### config.mk
export PLATFORM = sky130hd
export DESIGN_NAME = lowest_free_gate_allocator_unit
export DESIGN_NICKNAME = d
export VERILOG_FILES = /design/src/rtl/core/lfga_pkg.sv /design/src/rtl/core/lfga_cell.sv /design/src/rtl/core/lowest_free_gate_allocator_unit.sv
export SDC_FILE = /design/constraint.sdc
export NUM_CORES = 2
export LEC_CHECK = 0
export ABC_AREA = 1
export BUFFER_PORTS_ARGS = -buffer_cell sky130_fd_sc_hd__buf_2
export CORE_UTILIZATION = 30
export DETAILED_ROUTE_END_ITERATION = 8
export PLACE_DENSITY = 0.41
export SETUP_SLACK_MARGIN = 0.2
export SLEW_MARGIN = 20
export SYNTH_ARGS = -nofsm -noshare
export SYNTH_HDL_FRONTEND = slang
export SYNTH_SLANG_ARGS = --single-unit
### constraint.sdc
create_clock -name clk -period 56 [get_ports clk]
set_input_delay 0 -clock clk [delete_from_list [all_inputs] [get_ports clk]]
set_output_delay 0 -clock clk [all_outputs]
set_load 0.01 [all_outputs]
### src/rtl/core/lfga_pkg.sv
// lowest free gate allocator: shared constants, transaction types and the token
// that travels down the row of gate cells
// no dependencies
package lfga_pkg;

  localparam int GATES      = 16;
  localparam int TIME_BITS  = 32;
  localparam int COUNT_BITS = 20;
  localparam int TOTAL_BITS = 24;
  localparam int GATE_BITS  = 5;
  localparam int CFG_BITS   = 5;

  localparam logic [COUNT_BITS-1:0] COUNT_MAX    = {COUNT_BITS{1'b1}};
  localparam logic [TOTAL_BITS-1:0] TOTAL_MAX    = {TOTAL_BITS{1'b1}};
  localparam logic [CFG_BITS-1:0]   GATES_RESET  = CFG_BITS'(GATES);

  // operation codes
  localparam logic OP_REQUEST = 1'b0;
  localparam logic OP_QUERY   = 1'b1;

  // input transaction
  typedef struct packed {
    logic                  op;
    logic [TIME_BITS-1:0]  arrival;
    logic [TIME_BITS-1:0]  departure;
    logic [GATE_BITS-1:0]  query_gates;
  } lfga_in_t;

  // result transaction
  typedef struct packed {
    logic                  granted;
    logic [GATE_BITS-1:0]  gate;
    logic [TOTAL_BITS-1:0] total;
  } lfga_out_t;

  // token handed from cell to cell
  typedef struct packed {
    logic                  valid;
    logic                  op;
    logic [TIME_BITS-1:0]  arrival;
    logic [TIME_BITS-1:0]  departure;
    logic [GATE_BITS-1:0]  left;   // cells still inside the grant or sum range
    logic [GATE_BITS-1:0]  pos;    // index of the cell the token enters
    logic                  found;
    logic [GATE_BITS-1:0]  gate;
    logic [TOTAL_BITS-1:0] total;
  } lfga_token_t;

endpackage

### src/rtl/core/lfga_cell.sv
// one gate cell: holds busy flag, end time and use count of a single gate
// and passes the transaction token on to its neighbor through its token register
// depends on lfga_pkg
module lfga_cell import lfga_pkg::*; (
  input  logic        clk,
  input  logic        rst,
  input  lfga_token_t tok_in,
  output lfga_token_t tok_out
);

  logic                  busy;
  logic [TIME_BITS-1:0]  end_time;
  logic [COUNT_BITS-1:0] count;
  lfga_token_t           tok_q;
  lfga_token_t           tok_next;

  logic                  is_req;
  logic                  in_range;
  logic                  expired;
  logic                  claim;
  logic [TOTAL_BITS:0]   sum_wide;

  // freeing compare and claim decision
  assign is_req   = tok_in.valid && (tok_in.op == OP_REQUEST);
  assign in_range = (tok_in.left != '0);
  assign expired  = busy && (end_time <= tok_in.arrival);
  assign claim    = is_req && !tok_in.found && in_range && (!busy || expired);
  assign sum_wide = {1'b0, tok_in.total} + (TOTAL_BITS+1)'(count);

  // token update
  always_comb begin
    tok_next      = tok_in;
    tok_next.left = in_range ? tok_in.left - 1'b1 : '0;
    tok_next.pos  = tok_in.pos + 1'b1;
    if (claim) begin
      tok_next.found = 1'b1;
      tok_next.gate  = tok_in.pos + 1'b1;
    end
    if ((tok_in.op == OP_QUERY) && in_range) begin
      tok_next.total = sum_wide[TOTAL_BITS] ? TOTAL_MAX : sum_wide[TOTAL_BITS-1:0];
    end
  end

  // gate state
  always_ff @(posedge clk) begin
    if (rst) begin
      busy  <= 1'b0;
      count <= '0;
    end else if (claim) begin
      busy <= 1'b1;
      if (count != COUNT_MAX) begin
        count <= count + 1'b1;
      end
    end else if (is_req && expired) begin
      busy <= 1'b0;
    end
  end

  // end time has no reset, only read while busy
  always_ff @(posedge clk) begin
    if (claim) begin
      end_time <= tok_in.departure;
    end
  end

  // token register toward the next cell
  always_ff @(posedge clk) begin
    if (rst) begin
      tok_q.valid <= 1'b0;
    end else begin
      tok_q <= tok_next;
    end
  end

  assign tok_out = tok_q;

endmodule

### src/rtl/core/lowest_free_gate_allocator_unit.sv
// top level of the lowest free gate allocator: config register, token
// launch, the row of gate cells and the result strobe
// depends on lfga_pkg and lfga_cell
//
// Each transaction enters a row of GATES cells, one cell per gate, and its
// token moves one cell per clock from the launch register through the cell
// registers to the result; busy drops in the cycle after done. Requests
// free expired gates in every cell and take the lowest free gate within
// gates_limit; queries sum use counts with saturation. The result is
// shown for exactly one cycle with done and cannot be held off. A new
// start is taken only while busy is low.
module lowest_free_gate_allocator_unit import lfga_pkg::*; (
  input  logic                clk,
  input  logic                rst,
  input  logic                start,
  output logic                busy,
  input  lfga_in_t            item,
  input  logic                cfg_we,
  input  logic [CFG_BITS-1:0] cfg_data,
  output logic                done,
  output lfga_out_t           result
);

  logic                gates_in_use;
  logic [CFG_BITS-1:0] gates_limit;
  logic                active;
  logic                accept;
  lfga_token_t         tok [GATES+1];
  logic [GATES:0]      tok_valid;

  assign accept = start && !active;
  assign busy   = active;

  // configuration register
  always_ff @(posedge clk) begin
    if (rst) begin
      gates_limit <= GATES_RESET;
    end else if (cfg_we) begin
      gates_limit <= cfg_data;
    end
  end

  assign gates_in_use = (gates_limit != '0);

  // busy while a transaction is in the row
  always_ff @(posedge clk) begin
    if (rst) begin
      active <= 1'b0;
    end else if (accept) begin
      active <= 1'b1;
    end else if (done) begin
      active <= 1'b0;
    end
  end

  // launch token into the first cell
  always_ff @(posedge clk) begin
    if (rst) begin
      tok[0].valid <= 1'b0;
    end else begin
      tok[0].valid     <= accept;
      tok[0].op        <= item.op;
      tok[0].arrival   <= item.arrival;
      tok[0].departure <= item.departure;
      tok[0].left      <= (item.op == OP_QUERY) ? item.query_gates : gates_limit;
      tok[0].pos       <= '0;
      tok[0].found     <= 1'b0;
      tok[0].gate      <= '0;
      tok[0].total     <= '0;
    end
  end

  // row of gate cells
  for (genvar g = 0; g < GATES; g++) begin : g_cell
    lfga_cell u_cell (
      .clk     (clk),
      .rst     (rst),
      .tok_in  (tok[g]),
      .tok_out (tok[g+1])
    );
  end

  for (genvar g = 0; g <= GATES; g++) begin : g_valid
    assign tok_valid[g] = tok[g].valid;
  end

  // result from the last token register
  assign done           = tok[GATES].valid;
  assign result.granted = tok[GATES].found;
  assign result.gate    = tok[GATES].gate;
  assign result.total   = tok[GATES].total;

`ifndef ASSERT_OFF
  a_one_token: assert property (@(posedge clk) disable iff (rst)
    $countones(tok_valid) <= 1)
    else $error("more than one transaction in the cell row");

  a_done_while_busy: assert property (@(posedge clk) disable iff (rst)
    done |-> busy)
    else $error("result strobe without an active transaction");

  a_grant_shape: assert property (@(posedge clk) disable iff (rst)
    done && result.granted |-> (result.gate != '0) && (result.total == '0))
    else $error("granted result with bad gate or total");

  a_no_grant_when_zero: assert property (@(posedge clk) disable iff (rst)
    accept && !gates_in_use && (item.op == OP_REQUEST) |=> !tok[0].found)
    else $error("request launched with a gate already found");

  a_accept_sets_busy: assert property (@(posedge clk) disable iff (rst)
    accept |=> busy)
    else $error("busy not raised after start");
`endif

endmodule

; ---- Word-level counts from Yosys, hierarchy flattened
; Cells that the tools add are included.
[op_classes]
addsub = 46
n_lt_le_gt_ge = 16
n_eq_ne = 16
muxes = 66
bitwise_logic = 16
reduce_logical = 209
[ops]
columns = operator, n
row1 = 24-bit two-way mux, 29
row2 = 32-bit <= comparator, 16
row3 = 24-bit by 20-bit adder with 25-bit output, 14
row4 = 20-bit by 1-bit adder with 20-bit output (second input constant), 16
row5 = 20-bit != test (second input constant), 16
row6 = 1-bit logical AND, 112
row7 = 5-bit nonzero test, 16
row8 = 5-bit by 1-bit subtractor with 5-bit output (second input constant), 15
row9 = 1-bit two-way mux, 35
row10 = 2-bit nonzero test, 17
row11 = 1-bit logical NOT, 32
row12 = 2-bit AND reduction, 16
row13 = 20-bit by 20-bit adder with 21-bit output, 1
row14 = 20-bit two-way mux, 1
row15 = 1-bit logical OR, 16
row16 = 1-bit inverter, 16
row17 = 5-bit two-way mux, 1
[word_totals]
register_bits = 2467
input_bits = 79

; ---- Depth between registers and ports, before layout
[logic_depth]
word_depth = 6
depth_mapped = 19

; ---- Hierarchy
; A second synthesis with hierarchy kept.
[unflattened]
hier_cells = 13167
hier_area_um2 = 132385.7
[by_module_without_submodules]
columns = mod, instances, cells_per_inst, area_each_um2, seq_area_each_um2
row1 = lfga_cell at g_cell[11].u_cell ..., 10, 814, 8107.8, 4554.4
row2 = lfga_cell at g_cell[0].u_cell ..., 3, 817, 8124.0, 4554.4
row3 = lfga_cell at g_cell[15].u_cell, 1, 822, 8293.0, 4554.4
row4 = lfga_cell at g_cell[2].u_cell, 1, 824, 8116.5, 4554.4
row5 = lfga_cell at g_cell[9].u_cell, 1, 804, 8069.0, 4554.4
row6 = lowest_free_gate_allocator_unit, 1, 126, 2457.4, 2242.2

; ---- Worst setup path before layout
; Ideal clock, no wire load.
[synth_timing]
path_kind = input to register
start = input rst
end = register g_cell[0].u_cell.tok_q (netlist bit g_cell[0].u_cell.tok_out[0]), enable pin
arrival_time_ps = 42368
path_slack_ps = 11085
stages = 2
path_buffers = 1
path_cell_list = clkinv_1 clkbuf_1
[synth_rtl]
columns = item, line_no
row1 = start: declaration, lowest_free_gate_allocator_unit.sv:14  ; input logic rst,
row2 = end signal: assignment, lfga_cell.sv:71  ; tok_q <= tok_next;
row3 = end: declaration, lfga_cell.sv:14  ; lfga_token_t tok_q;
; No word-level cell between the ends.

; ---- Worst setup path in the final report
[layout_timing]
start = input rst
end = register g_cell[12].u_cell.tok_q (netlist bit g_cell[12].u_cell.tok_out[51]), enable pin
[layout_rtl]
columns = item, line_no
row1 = end signal: assignment, lfga_cell.sv:71
row2 = end: declaration, lfga_cell.sv:14
; No word-level cell between the ends.

==> flow_metrics.py <==
metrics = {
    "status": {
        "outcome": "complete, no violations",
    },
    "place": {
        "place_ws_ns": 50.41,
        "io_buffers": 110,
        "routabilityCongestion": 0.842,
        "hpwl_mm": 220,
    },
    "global_routing": {
        "antenna_found_initial": 1,
        "top_usage_layer": "met2",
        "track_usage_pct": 14.4,
        "grt_max_degree": 196,
        "grt_pass1_wl_mm": 462,
        "use_met1_pct": 19.0,
        "grtUsageMet3_pct": 1.53,
        "grt_pass1_vias": 82832,
        "grt_use_met2_pct": 24.4,
        "overflow": 0,
    },
    "timing": {
        "fmaxAchievable_ghz": 0.194,
        "worst_pin_slew_ns": 1.23,
        "setup_violations": 0,
        "fin_ws_ns": 50.86,
        "hold_viol": 0,
        "rsz0062_at_grt": "no",
        "min_period_ns": 5.14,
        "min_period_over_period_pct": 9.18,
        "final_max_slew_viol_count": 0,
        "finalClockSkew_ns": 0.0477,
        "relSlewSlack_pct": 17.8,
        "tns_ns": 0,
    },
    "critical_path": {
        "crit_top_cell": "buf_4",
        "crit_slowest_cell": "buf_4",
        "crit_required_ns": 56.48,
        "cp-end-kind": "register",
        "cp-start-kind": "input port",
        "path_cells": "dlygate4sd3_1 > buf_8 > inv_8 > buf_4 > buf_4 > buf_4 > buf_4 > buf_4",
        "critPathArrivalTime_ns": 5.63,
        "crit_type": "input port to register",
        "crit_fanout": 130,
        "slowest_delay_ns": 0.90,
    },
    "die": {
        "initial_core_util_pct": 30.2,
        "die_area_um2": 401000,
        "rows": 231,
        "coreArea_um2": 397000,
        "num_io_pins": 111,
        "die_h_um": 634,
        "die_w_um": 634,
    },
    "routing": {
        "antenna_left": 0,
        "firstDrtPassIters": 7,
        "drtIter0Drc": 4273,
        "drc_errors": 0,
        "wire_per_inst_um": 16.3,
        "wirelength_mm": 292,
        "viasPerCell": 4.57,
        "vias": 81981,
    },
    "logic_synthesis": {
        "synth_edf_count": 2076,
        "synthTopCellsByCount": "nand2_1 (2352), edfxtp_1 (2076), inv_1 (1640)",
        "yosysMostFrequentCell": "nand2_1",
        "ys_types": 53,
        "avgSynthCellArea_um2": 9.96,
        "synthArstFlopShare_pct": 0,
        "post-synth-top-area-cell": "edfxtp_1",
        "yosysSeqAreaShare_pct": 58.1,
        "ys_ff_latch": 2435,
        "syn_inst": 12014,
        "synthTopCellsByArea": "edfxtp_1 (52%), ha_1 (8.8%), nand2_1 (7.4%), dfxtp_1 (6.0%), inv_1 (5.1%)",
        "synth_nets": 12951,
        "synth_top_area_share_pct": 52.1,
        "dominantRegCellSynth": "edfxtp_1",
        "yosysWarnings": 0,
        "netlist_area_um2": 120000,
    },
    "layout": {
        "syn_to_final_growth_pct": 15.1,
        "final_layout_size_suffix_gt1_share_pct": 5.92,
        "final_net_count": 13405,
    },
    "clock_network": {
        "clock_path_buffers": 4,
        "cts_root_buffer": "clkbuf_16",
        "numCtsBuffers": 299,
        "clock_latency_ns": 0.90,
        "numClockSinks": 2435,
        "cts_resized": 0,
        "clk_pin_slew_ns": 0.05,
        "tritoncts": "done",
        "cts_max_level": 5,
    },
    "pwr": {
        "vdd_ir_drop_max_mv": 0.0218,
        "power_density_nw_per_um2": 30.9,
        "power_leakage_nw": 57.0,
    },
    "job": {
        "maxCapViolCount": 0,
    },
    "min_path": {
        "holdCritPathClass": "input port to register",
    },
}
-- flip-flops by register name, summed over array words and instances (netlist names) --
name and flops:
busy 1, g_cell.u_cell.end_time 512, g_cell.u_cell.count 320, g_cell.u_cell.tok_out 1510, g_cell.u_cell.busy 16, tok 71, gates_limit 5
-- routing by layer --
layer | routed length (um) | vias to the layer above
li1 | - | 41920
met1 | 138000 | 38402
met2 | 136000 | 1181
met3 | 8290 | 478
met4 | 10500 | 0
met5 | 0 | -
-- final timing paths --
check	endpoint	slack, ns	cells past startpoint	start
max	g_cell[12].u_cell.tok_out[51]	50.86	8	rst
min	g_cell[11].u_cell.count[18]	0.22	3	rst
max reg2reg	g_cell[8].u_cell.tok_out[14]	52.67	10	g_cell[7].u_cell.tok_out[0]
min reg2reg	g_cell[15].u_cell.end_time[18]	0.41	0	g_cell[14].u_cell.tok_out[58]
-- layout by cell type (no fill, tap or decap), types with 359 or more instances in the layout --
cell type and count:
dfxtp_1 359, o21ai_0 465, nor2_1 1372, nand3_1 574
inv_1 1639, edfxtp_1 2076, nand4_1 397, nand2_1 2352
a21oi_1 867, ha_1 843
-- report_power, final --
group / switching (mW) / total [mW] / internal, mW / leakage [nW]
combinational: 0.155 / 0.236 / 0.0801 / 29.5
sequential: 0.0544 / 2.12 / 2.07 / 22.8
clock: 0.771 / 1.91 / 1.14 / 4.70
-- final cells by class --
class	instances	area (um^2)
Tap cell	5242	6560
Multi-Input combinational cell	7726	43000
Timing Repair Buffer	341	2750
Inverter	1665	6260
Sequential cell	2435	69500
Clock inverter	170	1690
Clock buffer	372	7960
Antenna cell	2	5.00
Fill cell	39563	259000
-- stage by stage --
step	hold WS, ns	std cells	power [mW]	instance area [um^2]	utilization, %
detailed placement	0.178	17244	2.39	126000	31.9
global route	0.159	17952	4.44	138000	34.7
CTS	0.105	17950	4.34	138000	34.7
floorplan	0.0989	12014	2.39	120000	-
global placement	0.176	17244	2.38	126000	31.9
finish	0.220	17953	4.26	138000	34.7
-- worst max-delay path: cells and delay by family --
kind | cells | cell delay, ns
buffers and inverters | 8 | 5.22
-- logic make-up after synthesis --
| family | count (synthesis) | share of synthesized area (%) |
|---|---|---|
| AO/OA/AOI/OAI | 1547 | 6.96 |
| flip-flops | 2435 | 58.1 |
| AND/OR/NAND/NOR | 5057 | 18.0 |
| XOR/XNOR | 264 | 1.93 |
| adder cells (fa/ha/maj) | 858 | 9.07 |
| buffers and inverters | 1853 | 5.95 |
-- timing repair --
| item | 4_1_cts | 5_1_grt |
|---|---|---|
| hold endpoints to repair | 264 | 0 |
| hold buffers | 164 | 0 |
| buffers inserted | 0 | 0 |
(Power assumes the default switching activity.)
